`src/hdl/multi_channel_range_qualifier_assert.svh`:
```
// assertion macros shared by the range qualifier rtl
// expects clk and rst_n in the scope of the module that uses them
`ifndef MULTI_CHANNEL_RANGE_QUALIFIER_ASSERT_SVH
`define MULTI_CHANNEL_RANGE_QUALIFIER_ASSERT_SVH

// same-cycle implication, disabled while in reset
`define MCRQ_ASSERT_NOW(label, ante, cons, msg) \
    label: assert property (@(posedge clk) disable iff (!rst_n) (ante) |-> (cons)) \
        else $error(msg);

// next-cycle implication, disabled while in reset
`define MCRQ_ASSERT_NEXT(label, ante, cons, msg) \
    label: assert property (@(posedge clk) disable iff (!rst_n) (ante) |=> (cons)) \
        else $error(msg);

`endif

```
`src/hdl/mcrq_pkg.sv`:
```
// types, constants and register codes for the multi-channel range qualifier
// no dependencies
`default_nettype none

package mcrq_pkg;

    localparam int unsigned CHANNELS = 4;

    localparam logic [15:0] INVALID_MM = 16'hFFFF;
    localparam logic [9:0]  STUCK_MIN  = 10'd10;
    localparam logic [9:0]  STUCK_MAX  = 10'd1000;
    localparam logic [9:0]  WAIT_SAT   = 10'd1023;
    localparam logic [7:0]  NEAR_SAT   = 8'd255;

    localparam logic [3:0]  RST_ACTIVE_MASK    = 4'd15;
    localparam logic [9:0]  RST_STUCK_LIMIT    = 10'd50;
    localparam logic [15:0] RST_MIN_VALID_MM   = 16'd20;
    localparam logic [15:0] RST_MAX_VALID_MM   = 16'd8000;
    localparam logic [15:0] RST_NEAR_LIMIT_MM  = 16'd150;
    localparam logic [7:0]  RST_CONFIRM_FRAMES = 8'd3;

    typedef enum logic [2:0] {
        REG_ACTIVE_MASK    = 3'd0,
        REG_STUCK_LIMIT    = 3'd1,
        REG_MIN_VALID_MM   = 3'd2,
        REG_MAX_VALID_MM   = 3'd3,
        REG_NEAR_LIMIT_MM  = 3'd4,
        REG_CONFIRM_FRAMES = 3'd5
    } reg_idx_t;

    typedef struct packed {
        logic [3:0]  active_mask;
        logic [9:0]  stuck_limit;
        logic [15:0] min_valid_mm;
        logic [15:0] max_valid_mm;
        logic [15:0] near_limit_mm;
        logic [7:0]  confirm_frames;
    } cfg_t;

    typedef struct packed {
        logic        in_flight;
        logic [9:0]  wait_ticks;
        logic        empty_latch;
        logic [7:0]  near_count;
        logic [15:0] last_distance;
    } chan_state_t;

    typedef struct packed {
        logic [1:0]  channel;
        logic        sensor_ready;
        logic        start_ok;
        logic        poll_ok;
        logic        meas_done;
        logic        fetch_ok;
        logic [15:0] raw_mm;
        logic [7:0]  meas_status;
    } item_t;

    typedef struct packed {
        logic [1:0]  out_channel;
        logic [15:0] distance;
        logic        measuring;
        logic        timed_out;
        logic        consumed;
    } result_t;

endpackage

`default_nettype wire

```
`src/hdl/multi_channel_range_qualifier.sv`:
```
// Multi-channel range qualifier: one polling visit per transaction, one result per visit.
// A visit is taken into an input register; in the next stage the visited channel's state is
// read from flip-flops, updated by mcrq_core and written back in the same cycle the result
// enters the output register, so while m_tready stays high a visit may follow in every cycle,
// even to the same channel, and throughput is one transaction per clock. s_tready drops only
// while both registers are full and m_tready is low. The user must write configuration via
// the APB port only while no visit is in progress; the block itself does not enforce this.
// depends on mcrq_pkg, mcrq_core and multi_channel_range_qualifier_assert.svh
`default_nettype none
`include "multi_channel_range_qualifier_assert.svh"

module multi_channel_range_qualifier
    import mcrq_pkg::*;
(
    input  wire         clk,
    input  wire         rst_n,
    // apb configuration
    input  wire         psel,
    input  wire         penable,
    input  wire         pwrite,
    input  wire  [4:0]  paddr,
    input  wire  [31:0] pwdata,
    output logic [31:0] prdata,
    output logic        pready,
    // visit stream
    input  wire         s_tvalid,
    output logic        s_tready,
    // [0] sensor_ready, [1] start_ok, [2] poll_ok, [3] meas_done, [4] fetch_ok,
    // [20:5] raw_mm, [28:21] meas_status, [31:29] zero
    input  wire  [31:0] s_tdata,
    // [1:0] channel
    input  wire  [1:0]  s_tuser,
    // result stream
    output logic        m_tvalid,
    input  wire         m_tready,
    // [15:0] distance, [16] measuring, [17] timed_out, [18] consumed, [23:19] zero
    output logic [23:0] m_tdata,
    // [1:0] out_channel
    output logic [1:0]  m_tuser
);

    cfg_t        cfg_reg;
    cfg_t        cfg_next;
    logic        in_valid_reg;
    item_t       in_item_reg;
    logic        out_valid_reg;
    result_t     out_res_reg;
    chan_state_t state_reg [CHANNELS];

    logic        cfg_wr;
    logic [9:0]  stuck_wr;
    logic        advance;
    logic        chan_hit;
    chan_state_t cur_state;
    chan_state_t upd_state;
    result_t     core_res;
    result_t     res_next;

    // configuration port
    assign pready = 1'b1;
    assign cfg_wr = psel & penable & pwrite & pready;

    always_comb
    begin
        stuck_wr = pwdata[9:0];
        if (stuck_wr < STUCK_MIN)
            stuck_wr = STUCK_MIN;
        else if (stuck_wr > STUCK_MAX)
            stuck_wr = STUCK_MAX;

        cfg_next = cfg_reg;
        unique case (paddr[4:2])
            REG_ACTIVE_MASK:    cfg_next.active_mask    = pwdata[3:0];
            REG_STUCK_LIMIT:    cfg_next.stuck_limit    = stuck_wr;
            REG_MIN_VALID_MM:   cfg_next.min_valid_mm   = pwdata[15:0];
            REG_MAX_VALID_MM:   cfg_next.max_valid_mm   = pwdata[15:0];
            REG_NEAR_LIMIT_MM:  cfg_next.near_limit_mm  = pwdata[15:0];
            REG_CONFIRM_FRAMES: cfg_next.confirm_frames = pwdata[7:0];
            default:            cfg_next = cfg_reg;
        endcase
    end

    always_comb
    begin
        unique case (paddr[4:2])
            REG_ACTIVE_MASK:    prdata = {28'd0, cfg_reg.active_mask};
            REG_STUCK_LIMIT:    prdata = {22'd0, cfg_reg.stuck_limit};
            REG_MIN_VALID_MM:   prdata = {16'd0, cfg_reg.min_valid_mm};
            REG_MAX_VALID_MM:   prdata = {16'd0, cfg_reg.max_valid_mm};
            REG_NEAR_LIMIT_MM:  prdata = {16'd0, cfg_reg.near_limit_mm};
            REG_CONFIRM_FRAMES: prdata = {24'd0, cfg_reg.confirm_frames};
            default:            prdata = '0;
        endcase
    end

    always_ff @(posedge clk or negedge rst_n)
    begin
        if (!rst_n)
        begin
            cfg_reg.active_mask    <= RST_ACTIVE_MASK;
            cfg_reg.stuck_limit    <= RST_STUCK_LIMIT;
            cfg_reg.min_valid_mm   <= RST_MIN_VALID_MM;
            cfg_reg.max_valid_mm   <= RST_MAX_VALID_MM;
            cfg_reg.near_limit_mm  <= RST_NEAR_LIMIT_MM;
            cfg_reg.confirm_frames <= RST_CONFIRM_FRAMES;
        end
        else if (cfg_wr)
        begin
            cfg_reg <= cfg_next;
        end
    end

    // pipeline control
    assign advance  = in_valid_reg & (~out_valid_reg | m_tready);
    assign s_tready = ~in_valid_reg | advance;

    always_ff @(posedge clk or negedge rst_n)
    begin
        if (!rst_n)
        begin
            in_valid_reg  <= 1'b0;
            out_valid_reg <= 1'b0;
        end
        else
        begin
            if (s_tready)
                in_valid_reg <= s_tvalid;
            if (advance)
                out_valid_reg <= 1'b1;
            else if (m_tready)
                out_valid_reg <= 1'b0;
        end
    end

    always_ff @(posedge clk)
    begin
        if (s_tvalid && s_tready)
        begin
            in_item_reg.channel      <= s_tuser;
            in_item_reg.sensor_ready <= s_tdata[0];
            in_item_reg.start_ok     <= s_tdata[1];
            in_item_reg.poll_ok      <= s_tdata[2];
            in_item_reg.meas_done    <= s_tdata[3];
            in_item_reg.fetch_ok     <= s_tdata[4];
            in_item_reg.raw_mm       <= s_tdata[20:5];
            in_item_reg.meas_status  <= s_tdata[28:21];
        end
        if (advance)
            out_res_reg <= res_next;
    end

    // channel state update
    assign chan_hit  = 32'(in_item_reg.channel) < CHANNELS;
    assign cur_state = state_reg[in_item_reg.channel];

    mcrq_core u_core (
        .cfg        (cfg_reg),
        .item       (in_item_reg),
        .state      (cur_state),
        .state_next (upd_state),
        .res        (core_res)
    );

    always_comb
    begin
        res_next = core_res;
        if (!chan_hit)
        begin
            res_next.distance  = INVALID_MM;
            res_next.measuring = 1'b0;
            res_next.timed_out = 1'b0;
            res_next.consumed  = 1'b0;
        end
    end

    always_ff @(posedge clk or negedge rst_n)
    begin
        if (!rst_n)
        begin
            for (int i = 0; i < CHANNELS; i++)
                state_reg[i] <= '0;
        end
        else if (advance && chan_hit)
        begin
            state_reg[in_item_reg.channel] <= upd_state;
        end
    end

    assign m_tvalid = out_valid_reg;
    assign m_tuser  = out_res_reg.out_channel;
    assign m_tdata  = {5'd0, out_res_reg.consumed, out_res_reg.timed_out,
                       out_res_reg.measuring, out_res_reg.distance};

    // checks
    `MCRQ_ASSERT_NOW(a_stuck_in_range,
        1'b1, (cfg_reg.stuck_limit >= STUCK_MIN) && (cfg_reg.stuck_limit <= STUCK_MAX),
        "stuck limit outside its saturated range")
    `MCRQ_ASSERT_NOW(a_timeout_invalid,
        out_valid_reg && out_res_reg.timed_out,
        !out_res_reg.consumed && !out_res_reg.measuring && (out_res_reg.distance == INVALID_MM),
        "timed out result with live measurement or distance")
    `MCRQ_ASSERT_NOW(a_consumed_idle,
        out_valid_reg && out_res_reg.consumed, !out_res_reg.measuring,
        "consumed result still reports a measurement in flight")
    `MCRQ_ASSERT_NEXT(a_disabled_cleared,
        advance && chan_hit && !cfg_reg.active_mask[in_item_reg.channel],
        !state_reg[$past(in_item_reg.channel)].in_flight
            && state_reg[$past(in_item_reg.channel)].empty_latch,
        "disabled channel not reset")

endmodule

`default_nettype wire

```
`src/hdl/mcrq_core.sv`:
```
// per-visit channel update: start, poll, stuck timeout and reading qualification
// depends on mcrq_pkg
`default_nettype none

module mcrq_core
    import mcrq_pkg::*;
(
    input  wire cfg_t        cfg,
    input  wire item_t       item,
    input  wire chan_state_t state,
    output chan_state_t      state_next,
    output result_t          res
);

    logic        enabled;
    logic [9:0]  wait_inc;
    logic [7:0]  near_inc;
    logic        bad_reading;
    logic        timed_out;
    logic        consumed;
    chan_state_t abandoned;

    always_comb
    begin
        enabled     = cfg.active_mask[item.channel] & item.sensor_ready;
        wait_inc    = (state.wait_ticks == WAIT_SAT) ? WAIT_SAT : state.wait_ticks + 10'd1;
        near_inc    = (state.near_count == NEAR_SAT) ? NEAR_SAT : state.near_count + 8'd1;
        bad_reading = (item.meas_status != 8'd0) || (item.raw_mm < cfg.min_valid_mm)
                      || (item.raw_mm >= cfg.max_valid_mm);

        abandoned               = state;
        abandoned.last_distance = INVALID_MM;
        abandoned.in_flight     = 1'b0;
        abandoned.wait_ticks    = '0;
        abandoned.empty_latch   = 1'b1;
        abandoned.near_count    = '0;

        state_next = state;
        timed_out  = 1'b0;
        consumed   = 1'b0;

        if (!enabled)
        begin
            state_next = abandoned;
        end
        else if (!state.in_flight)
        begin
            if (item.start_ok)
            begin
                state_next.in_flight  = 1'b1;
                state_next.wait_ticks = '0;
            end
            else
            begin
                state_next = abandoned;
            end
        end
        else if (!item.poll_ok)
        begin
            state_next = abandoned;
        end
        else if (!item.meas_done)
        begin
            if (wait_inc >= cfg.stuck_limit)
            begin
                state_next = abandoned;
                timed_out  = 1'b1;
            end
            else
            begin
                state_next.wait_ticks = wait_inc;
            end
        end
        else
        begin
            consumed              = 1'b1;
            state_next.in_flight  = 1'b0;
            state_next.wait_ticks = '0;
            if (!item.fetch_ok || bad_reading)
            begin
                state_next.last_distance = INVALID_MM;
                state_next.empty_latch   = 1'b1;
                state_next.near_count    = '0;
            end
            else if (state.empty_latch && (item.raw_mm <= cfg.near_limit_mm)
                     && (near_inc < cfg.confirm_frames))
            begin
                state_next.last_distance = INVALID_MM;
                state_next.near_count    = near_inc;
            end
            else
            begin
                state_next.last_distance = item.raw_mm;
                state_next.empty_latch   = 1'b0;
                state_next.near_count    = '0;
            end
        end

        res.out_channel = item.channel;
        res.distance    = state_next.last_distance;
        res.measuring   = state_next.in_flight;
        res.timed_out   = timed_out;
        res.consumed    = consumed;
    end

endmodule

`default_nettype wire
```
`config.mk`:
```
export PLATFORM = sky130hd
export DESIGN_NAME = multi_channel_range_qualifier
export DESIGN_NICKNAME = d
export VERILOG_FILES = /design/src/hdl/mcrq_pkg.sv /design/src/hdl/multi_channel_range_qualifier.sv /design/src/hdl/mcrq_core.sv
export VERILOG_INCLUDE_DIRS = /design/src /design/src/hdl
export SDC_FILE = /design/constraint.sdc
export NUM_CORES = 1
export LEC_CHECK = 0
export ABC_AREA = 1
export BUFFER_PORTS_ARGS = -buffer_cell sky130_fd_sc_hd__buf_2
export CAP_MARGIN = 20
export CORE_UTILIZATION = 40
export DETAILED_ROUTE_END_ITERATION = 16
export GPL_ROUTABILITY_DRIVEN = 0
export SYNTH_ARGS = -nofsm -noshare
export SYNTH_HDL_FRONTEND = slang
export SYNTH_SLANG_ARGS = --single-unit
```
`constraint.sdc`:
```
create_clock -name clk -period 6.1 [get_ports clk]
set_clock_uncertainty 0.2 [all_clocks]
set_input_delay 0.915 -clock clk [delete_from_list [all_inputs] [get_ports clk]]
set_output_delay 0.915 -clock clk [all_outputs]
set_load 0.01 [all_outputs]
```
==> results.py, run 1 <==
metrics = {
    "place": {
        "dpl_cell_area_um2": 14540,
        "dp_hpwl_um": 25240,
        "io_buffers": 95,
        "pre_cts_slack_ns": 0.8174,
    },
    "worst_setup_path": {
        "setup.worst_path.class": "flip-flop to flip-flop",
        "ff2ff_path_depth": 28,
        "setup.worst_path.start_class": "flip-flop",
        "cp.required_ns": 6.21,
        "r2r_end": "m_tdata[1]",
        "critPathCaptureType": "flip-flop",
        "r2r-start": "in_item_reg[30]",
        "worstPathArrival_ns": 5.47,
        "worstSetupStartpoint": "in_item_reg[30]",
        "slowest_stage": "edfxtp_1",
        "cp_slowest_stage_delay_ns": 0.60,
        "worstPathMaxFanout": 29,
        "r2r_setup_slack_ns": 0.75,
        "crit_end": "m_tdata[1]",
    },
    "sta": {
        "whs_ns": 0.2206,
        "slew-limit-headroom": 0.3017,
        "hold_viol_final": 0,
        "clock.fmax_ghz": 0.1868,
        "rsz0062_at_grt": "no",
        "tns_ns": 0,
        "tightest_slew_ns": 1.045,
        "post-route-period-util": 0.8775,
        "period_minus_slack_ns": 5.353,
        "setup_viol": 0,
        "fin_ws_ns": 0.7470,
        "slew_viol_final": 0,
    },
    "yosys": {
        "netlist.area_leader.share": 0.3560,
        "syn_inst": 1593,
        "synth_xor_area_frac": 0.002556,
        "async_reset_ff_frac": 0.8060,
        "synth_seq_area_share": 0.5102,
        "yosysWarnings": 0,
        "synth.distinct_cells": 54,
        "synthTopCellsByArea": "dfrtp_1 36%, nand2_1 14%, edfxtp_1 11%, ha_1 6.0%, o21ai_0 5.0%",
        "synth_common_cells": "514 x nand2_1, 195 x dfrtp_1, 163 x inv_1",
        "synth-edff-count": 52,
        "syn-cell-area_um2": 13710,
        "synth_top_family_by_area": "simple AND/OR/NAND/NOR gates",
        "synth_mux_area_frac": 0,
        "yosys.area.top_type": "dfrtp_1",
        "synth_compound_area_frac": 0.1351,
        "synth_seq_cells": 268,
        "synth_ff_type": "dfrtp_1",
        "syn_area_per_cell_um2": 8.604,
        "synth-simple-area-share": 0.2112,
        "synth_adder_area_share": 0.06025,
        "synth_most_common_cell": "nand2_1",
    },
    "cells_and_area": {
        "finish.net_count": 1822,
        "syn_to_final_growth_pct": 14.12,
        "seqCellArea_um2": 6993,
        "multiInputGateArea_um2": 5694,
        "finalInstanceArea_um2": 15640,
        "largest_reg_flops": 144,
        "drive_gt1_frac": 0.1381,
        "nFillCells": 3233,
    },
    "grt": {
        "grt_util_all_layers": 0.2127,
        "gr-total-overflow": 0,
        "grt_pass1_wl_um": 59450,
        "grt_pass1_vias": 10811,
        "grt_max_degree": 123,
        "grt_antenna_before_repair": 1,
    },
    "clocking": {
        "cts.sink_count": 268,
        "cts_buffers": 30,
        "cts-root-buf": "clkbuf_16",
        "post_cts_buffers": 0,
        "cts.clk_slew.worst_paths_ns": 0.06,
        "clock_path_buffers": 3,
        "holdBufCountCts": 0,
        "cts_tree": "yes",
        "htreeDepth": 1,
        "post_cts_resized": 0,
        "clkLatencyLatePin_ns": 0.56,
    },
    "power": {
        "ir_drop_uv": 255.5,
        "p_leak_uw": 0.007600,
        "post-layout-total-power_uw": 5050,
        "p_per_area_nw_per_um2": 322.8,
    },
    "die": {
        "ios": 139,
        "die_area_um2": 35010,
        "rows": 67,
        "initial_core_util": 0.4077,
        "coreArea_um2": 33620,
        "fp.dieW_um": 187.1,
        "dieHeight_um": 187.1,
    },
    "hold_path": {
        "min_path_type": "primary input to asynchronous set/reset pin",
    },
    "route": {
        "viasPerCell": 5.158,
        "first_pass_iters": 8,
        "drt-wirelength-per-cell_um": 17.17,
        "ant_nets": 0,
        "drt-total-wl_um": 36920,
        "drt_drc_violations_left": 0,
        "vias": 11094,
        "drtIter0Drc": 926,
    },
    "job": {
        "cap_violations": 0,
    },
    "status": {
        "status": "finished clean",
    },
}
==> per-layer routing <==
layer,up-vias,share of wire,global-route usage
met4,0,0.028,0.07188
met2,324,0.46,0.3444
met5,-,0,0
li1,5413,-,-
met3,63,0.054,0.02589
met1,5294,0.45,0.2952
==> metrics by stage <==
step | utilization | instances
CTS | 0.4628 | 2147
floorplan | - | 1613
detailed placement | 0.4326 | 2091
finish | 0.4653 | 2151
global placement | 0.4326 | 2091
global route | 0.4652 | 2150
==> worst min path at each step <==
stage | slack [ns] | cells past startpoint | from | end
after global routing | 0.28 | 1 | rst_n | cfg_reg[25]
final | 0.22 | 1 | rst_n | cfg_reg[25]
after global placement | 0.26 | 2 | state_reg[59] | state_reg[59]
after floorplan | 0.23 | 0 | in_item_reg[30] | m_tuser[1]
after CTS | 0.25 | 1 | rst_n | cfg_reg[25]
after detailed placement | 0.26 | 2 | state_reg[22] | state_reg[22]
==> where the power goes <==
| group | total (µW) | internal (µW) | switching, µW |
|---|---|---|---|
| clock network | 1830 | 1100 | 737 |
| registers | 2330 | 2160 | 178 |
| logic | 884 | 329 | 554 |
==> critical path: cells and delay by family (launching register included) <==
family | cells | cell delay (ns)
AND/OR/NAND/NOR | 14 | 1.78
buffers and inverters | 6 | 1.15
AO/OA/AOI/OAI | 6 | 0.89
flip-flops | 1 | 0.60
adder cells (fa/ha/maj) | 2 | 0.45
==> placed cells by master (no fill, tap or decap), types with 11 or more instances in the layout <==
cell type  count
nand2_1      514
dfrtp_1      195
inv_1        163
o21ai_0      137
buf_2         94
ha_1          66
nor2_1        53
edfxtp_1      52
o21ai_1       40
a21oi_1       36
nand4_1       35
nand3_1       33
clkbuf_16     32
a221oi_1      22
conb_1        22
dfstp_2       21
buf_4         21
a22oi_1       17
nand2_2       16
a22o_1        15
nor3_1        13
o22ai_1       11
==> cell type report <==
cell class	count	area share
Antenna cell	1	0.0001600
Clock buffer	47	0.06015
Clock inverter	9	0.004640
Inverter	168	0.04048
Multi-Input combinational cell	1090	0.3640
Sequential cell	268	0.4471
Tap cell	448	0.03584
Timing Repair Buffer	120	0.04760
==> logic make-up (layout without fill, tap and decap cells) <==
kind of cell,count (synthesis),count (layout)
AND/OR/NAND/NOR,689,689
AO/OA/AOI/OAI,309,309
other,2,23
flip-flops,268,268
adder cells (fa/ha/maj),66,66
XOR/XNOR,4,4
buffers and inverters,255,344
Power figures use the tool's default switching activity.
==> run 2, diff against run 1 <==
--- a/config.mk
+++ b/config.mk
@@ -9,6 +9,7 @@
 export ABC_AREA = 1
 export BUFFER_PORTS_ARGS = -buffer_cell sky130_fd_sc_hd__buf_2
 export CAP_MARGIN = 20
+export CORE_MARGIN = 3
 export CORE_UTILIZATION = 40
 export DETAILED_ROUTE_END_ITERATION = 16
 export GPL_ROUTABILITY_DRIVEN = 0
==> constraint.sdc (replaced) <==
create_clock -name clk -period 6.1 [get_ports clk]
set_clock_uncertainty 0.2 [all_clocks]
set_input_delay 1.22 -clock clk [delete_from_list [all_inputs] [get_ports clk]]
set_output_delay 1.22 -clock clk [all_outputs]
set_load 0.01 [all_outputs]
==> results.py, run 2 (synthesis gave the netlist of run 1 again) <==
metrics = {
    "sta": {
        "hold_viol_final": 0,
        "fin_ws_ns": 0.5665,
        "period_minus_slack_ns": 5.534,
        "slew_viol_final": 0,
        "rsz0062_at_grt": "no",
        "slew-limit-headroom": 0.3171,
        "clock.fmax_ghz": 0.1807,
        "setup_viol": 0,
        "post-route-period-util": 0.9071,
        "tns_ns": 0,
        "tightest_slew_ns": 1.022,
    },
    "job": {
        "cap_violations": 0,
    },
    "cells_and_area": {
        "nFillCells": 3214,
        "finalInstanceArea_um2": 15630,
        "fin_util": 0.4649,
        "syn_to_final_growth_pct": 14.03,
        "drive_gt1_frac": 0.1357,
        "num_antenna_cells": 0,
        "finish.net_count": 1821,
        "final_cell_mix": "514 x nand2_1, 195 x dfrtp_1, 163 x inv_1, 137 x o21ai_0, 94 x buf_2",
        "largest_reg_flops": 144,
        "final_common_cell": "nand2_1",
    },
    "hold_path": {
        "min-delay-start": "state_reg[93]",
        "min_path_type": "flip-flop to flip-flop",
        "worstHoldEndpoint": "state_reg[93]",
        "whs_path_depth": 2,
    },
    "route": {
        "first_pass_iters": 6,
        "drtIter0Drc": 948,
        "drt-total-wl_um": 36860,
        "vias": 11056,
        "viasPerCell": 5.142,
        "drt_drc_violations_left": 0,
        "ant_nets": 0,
        "drt-wirelength-per-cell_um": 17.14,
    },
    "worst_setup_path": {
        "ff2ff_path_depth": 23,
        "crit_family": "simple AND/OR/NAND/NOR gates",
        "worstPathArrival_ns": 5.64,
        "critPathCaptureType": "flip-flop",
        "r2r_end": "m_tdata[0]",
        "r2r_setup_slack_ns": 0.57,
        "cp.required_ns": 6.21,
        "slowest_stage": "edfxtp_1",
        "cp_slowest_stage_delay_ns": 0.68,
        "setup.worst_path.start_class": "flip-flop",
        "timing.critical_path.buf_inv": 7,
        "r2r-start": "in_item_reg[30]",
        "worstPathMaxFanout": 29,
        "setup.worst_path.class": "flip-flop to flip-flop",
        "worstPathCellList": "inv_4 -> nor2_4 -> inv_2 -> o21ai_0 -> inv_1 -> nor3_2 -> nand2_1 -> inv_1 -> nand3_1 -> and2_1 -> ha_1 -> nand2_1 -> nor2_1 -> o211ai_1 -> nand3_1 -> a31o_2 -> inv_1 -> nand3_1 -> a21boi_2 -> buf_4 -> nand3_1 -> nand2_1 -> inv_1",
    },
    "clocking": {
        "post_cts_resized": 0,
        "cts-root-buf": "clkbuf_16",
        "clock_path_buffers": 3,
        "cts.clk_slew.worst_paths_ns": 0.06,
        "htreeDepth": 1,
        "cts_tree": "yes",
        "post_cts_buffers": 0,
        "clkLatencyLatePin_ns": 0.56,
        "cts_buffers": 31,
        "cts.sink_count": 268,
        "holdBufCountCts": 0,
    },
    "die": {
        "ios": 139,
        "die_area_um2": 36520,
        "rows": 67,
        "dieHeight_um": 191.1,
        "initial_core_util": 0.4077,
        "fp.dieW_um": 191.1,
        "coreArea_um2": 33620,
    },
    "grt": {
        "grt_util_all_layers": 0.2038,
        "grt_pass1_vias": 10735,
        "grt_pass1_wl_um": 59280,
        "gr-total-overflow": 0,
        "grt_max_degree": 119,
        "grt_antenna_before_repair": 0,
    },
    "power": {
        "post-layout-total-power_uw": 5142,
        "p_per_area_nw_per_um2": 329.0,
        "ir_drop_uv": 216.0,
        "p_leak_uw": 0.007583,
    },
    "place": {
        "pre_cts_slack_ns": 0.6593,
        "dp_hpwl_um": 25390,
        "dpl_cell_area_um2": 14530,
        "io_buffers": 95,
    },
    "status": {
        "status": "finished clean",
    },
}
==> run 2: metal layers <==
layer  GRT usage  vias to the layer above  wire length, µm
met5           0                        -                0
met1      0.2908                     5240            16960
met2      0.3296                      343            16820
met3     0.02292                       67             2097
li1            -                     5406                -
met4     0.05786                        0              974
==> run 2: area by class of cell <==
cell class	count	area, µm²	area share
clock buffers	43	860.8	0.05508
clock inverters	15	210.2	0.01345
inverters	168	633.1	0.04051
multi-input cells	1090	5694	0.3643
flip-flops and latches	268	6993	0.4474
well taps	448	560.5	0.03587
repair buffers	118	676.9	0.04331
==> run 2: stage by stage <==
stage | hold WS (ns) | cells
finish | 0.2773 | 2150
global route | 0.2982 | 2150
CTS | 0.2817 | 2149
detailed placement | 0.2654 | 2091
global placement | 0.2620 | 2091
floorplan | 0.2277 | 1613
==> run 2: where the power goes <==
group / switching [µW] / internal (µW) / leakage, µW / total [µW]
registers: 175 / 2160 / 0.00318 / 2330
clock network: 745 / 1190 / 0.000519 / 1940
logic: 550 / 322 / 0.00389 / 872
==> run 2: how the worst max path moves through the flow <==
stage | start | to | slack, ns | cells past startpoint
2_1_floorplan | in_item_reg[30] | m_tdata[10] | 1.88 | 30
3_3_place_gp | in_item_reg[30] | m_tdata[14] | 0.82 | 23
3_5_place_dp | in_item_reg[30] | m_tdata[0] | 0.66 | 26
4_1_cts | in_item_reg[30] | m_tdata[0] | 0.66 | 26
5_1_grt | in_item_reg[30] | m_tdata[0] | 0.14 | 23
6_report | in_item_reg[30] | m_tdata[0] | 0.57 | 23
==> run 2: worst reg2reg max path: stages, from the launching register on <==
cell	delay, ns
edfxtp_1	0.68
inv_4	0.15
nor2_4	0.57
inv_2	0.20
o21ai_0	0.45
inv_1	0.17
nor3_2	0.29
nand2_1	0.11
inv_1	0.08
nand3_1	0.16
and2_1	0.24
ha_1	0.29
nand2_1	0.11
nor2_1	0.07
o211ai_1	0.09
nand3_1	0.09
a31o_2	0.25
inv_1	0.07
nand3_1	0.10
a21boi_2	0.15
buf_4	0.37
nand3_1	0.16
nand2_1	0.17
inv_1	0.06
==> run 3, diff against run 2 <==
--- a/config.mk
+++ b/config.mk
@@ -6,7 +6,6 @@
 export SDC_FILE = /design/constraint.sdc
 export NUM_CORES = 1
 export LEC_CHECK = 0
-export ABC_AREA = 1
 export BUFFER_PORTS_ARGS = -buffer_cell sky130_fd_sc_hd__buf_2
 export CAP_MARGIN = 20
 export CORE_MARGIN = 3
==> results.py, run 3 <==
metrics = {
    "route": {
        "drt-wirelength-per-cell_um": 18.83,
        "drt-total-wl_um": 33690,
        "first_pass_iters": 5,
        "vias": 9437,
        "viasPerCell": 5.275,
        "drtIter0Drc": 609,
        "drt_drc_violations_left": 0,
        "ant_nets": 0,
    },
    "cells_and_area": {
        "syn_to_final_growth_pct": 13.77,
        "finish.net_count": 1462,
        "seqCellArea_um2": 6993,
        "final_common_cell": "dfrtp_1",
        "final_cell_mix": "195 x dfrtp_1, 174 x nand2_1, 122 x o21ai_0, 94 x buf_2, 86 x inv_1",
        "largest_reg_flops": 144,
        "nFillCells": 3177,
        "drive_gt1_frac": 0.2200,
        "multiInputGateArea_um2": 6012,
        "num_antenna_cells": 0,
        "fin_util": 0.4630,
    },
    "clocking": {
        "post_cts_buffers": 0,
        "cts.sink_count": 268,
        "cts_tree": "yes",
        "cts-root-buf": "clkbuf_16",
        "post_cts_resized": 0,
        "cts_buffers": 29,
        "htreeDepth": 1,
        "holdBufCountCts": 0,
        "clock_path_buffers": 3,
        "cts.clk_slew.worst_paths_ns": 0.06,
        "clkLatencyLatePin_ns": 0.55,
    },
    "grt": {
        "grt_max_degree": 118,
        "top_usage_layer": "met2",
        "globalRouteMet2Util": 0.3014,
        "grt_pass1_vias": 9533,
        "grt_util_all_layers": 0.1878,
        "met1_usage": 0.2742,
        "use_met3": 0.02457,
        "grt_antenna_before_repair": 0,
        "gr-total-overflow": 0,
        "grt_pass1_wl_um": 53940,
    },
    "power": {
        "pwr-share-clk": 0.358,
        "post-layout-total-power_uw": 5136,
        "p_switching_uw": 1477,
        "p_per_area_nw_per_um2": 330.0,
        "p_int_uw": 3659,
        "p_leak_uw": 0.006827,
        "ir_drop_uv": 209.3,
        "pwr-share-comb": 0.193,
        "sw_frac_of_total": 0.2876,
        "pwr-share-seq": 0.449,
    },
    "sta": {
        "setup_viol": 0,
        "rsz0062_at_grt": "no",
        "slew_viol_final": 0,
        "slew-limit-headroom": 0.2739,
        "clock.fmax_ghz": 0.1946,
        "whs_ns": 0.2740,
        "tns_ns": 0,
        "period_minus_slack_ns": 5.137,
        "post-route-period-util": 0.8422,
        "tightest_slew_ns": 1.089,
        "hold_viol_final": 0,
    },
    "yosys": {
        "syn-cell-area_um2": 13680,
        "synth_common_cells": "195 x dfrtp_1, 174 x nand2_1, 122 x o21ai_0",
        "synth-edff-count": 52,
        "synth_most_common_cell": "dfrtp_1",
        "syn_inst": 1231,
        "synth_seq_area_share": 0.5112,
        "synth_seq_cells": 268,
        "async_reset_ff_frac": 0.8060,
        "yosysWarnings": 0,
        "synth_ff_type": "dfrtp_1",
        "syn_area_per_cell_um2": 11.11,
        "synth.distinct_cells": 69,
        "synthTopCellsByArea": "dfrtp_1 36%, edfxtp_1 11%, ha_1 6.0%, nand2_1 4.8%, o21ai_0 4.5%",
        "netlist.area_leader.share": 0.3567,
        "yosys.area.top_type": "dfrtp_1",
    },
    "worst_setup_path": {
        "worstPathArrival_ns": 5.21,
        "worstPathMaxFanout": 20,
        "cp_slowest_stage_delay_ns": 0.89,
        "r2r-start": "in_item_reg[29]",
        "timing.critical_path.buf_inv": 4,
        "setup.worst_path.start_class": "flip-flop",
        "crit_top_cell": "buf_4",
        "slowest_stage": "edfxtp_1",
        "setup.worst_path.class": "flip-flop to flip-flop",
        "critPathCaptureType": "flip-flop",
        "worstPathCellList": "buf_4 -> mux4_2 -> nand3_1 -> nor3_2 -> nand2_1 -> o21ai_1 -> ha_1 -> a211oi_1 -> nor2_1 -> o41ai_1 -> buf_4 -> a21boi_4 -> buf_4 -> o32ai_1 -> inv_1",
        "cp.required_ns": 6.17,
        "worstSetupStartpoint": "in_item_reg[29]",
        "crit_family": "compound AO/OA/AOI/OAI gates",
    },
    "place": {
        "io_buffers": 95,
        "dp_hpwl_um": 23560,
    },
    "status": {
        "status": "finished clean",
    },
    "hold_path": {
        "min_path_type": "flip-flop to flip-flop",
        "min-delay-start": "state_reg[37]",
    },
    "die": {
        "coreArea_um2": 33620,
        "rows": 67,
        "ios": 139,
        "fp.dieW_um": 190.9,
        "die_area_um2": 36450,
        "dieHeight_um": 190.9,
        "initial_core_util": 0.4069,
    },
    "job": {
        "cap_violations": 0,
    },
}
## run 3: per-layer routing
layer | routed length [µm] | vias to the layer above
met4 | 749 | 0
met3 | 1608 | 45
met5 | 0 | -
met1 | 15780 | 4645
li1 | - | 4516
met2 | 15550 | 231
## run 3: worst paths after layout
kind	endpoint	slack, ns	depth (start not counted)
min	state_reg[37]	0.27	2
min reg2reg	state_reg[37]	0.27	2
max reg2reg	m_tdata[1]	0.96	15
max in group asynchronous	state_reg[140]	3.93	2
min in group asynchronous	state_reg[130]	0.57	1
max	m_tdata[1]	0.96	15
## run 3: layout make-up
class                   instances  share of cell area
well taps                     448             0.03602
inverters                      87             0.02098
multi-input cells             814              0.3863
flip-flops and latches        268              0.4493
repair buffers                118             0.04245
clock inverters                17             0.01246
clock buffers                  37             0.05250
## run 3: power by group through the flow
stage	combinational [µW]	clock, µW	sequential, µW
after floorplan	768	0	2270
after CTS	1000	1890	2310
after detailed placement	1000	0	2340
final	992	1840	2310
after global routing	1130	1960	2340
after global placement	970	0	2330
## run 3: cell families (layout without fill, tap and decap cells)
logic type,count (synthesis),in the layout,share of synthesized area
muxes,106,106,0.1205
other,2,22,0.0005490
xor gates and xnor gates,8,8,0.005122
adders and majority gates,66,66,0.06037
buffers and inverters,169,259,0.05753
AOI/OAI and AO/OA,287,287,0.1399
DFF,268,268,0.5112
and+or+nand+nor,325,325,0.1049
## run 3: worst register-to-register path, cell delays in order, from the launching register on
cell      delay [ns]
edfxtp_1        0.89
buf_4           0.42
mux4_2          0.59
nand3_1         0.18
nor3_2          0.08
nand2_1         0.29
o21ai_1         0.19
ha_1            0.23
a211oi_1        0.24
nor2_1          0.08
o41ai_1         0.41
buf_4           0.23
a21boi_4        0.08
buf_4           0.30
o32ai_1         0.35
inv_1           0.13
## run 3: stage by stage
stage | instances | worst slack, ns | cell area, µm²
2_1_floorplan | 1251 | 1.712 | 13750
3_3_place_gp | 1734 | 0.9209 | 14540
3_5_place_dp | 1734 | 0.9002 | 14540
4_1_cts | 1788 | 0.8656 | 15550
5_1_grt | 1789 | 0.5743 | 15560
6_report | 1789 | 0.9625 | 15560
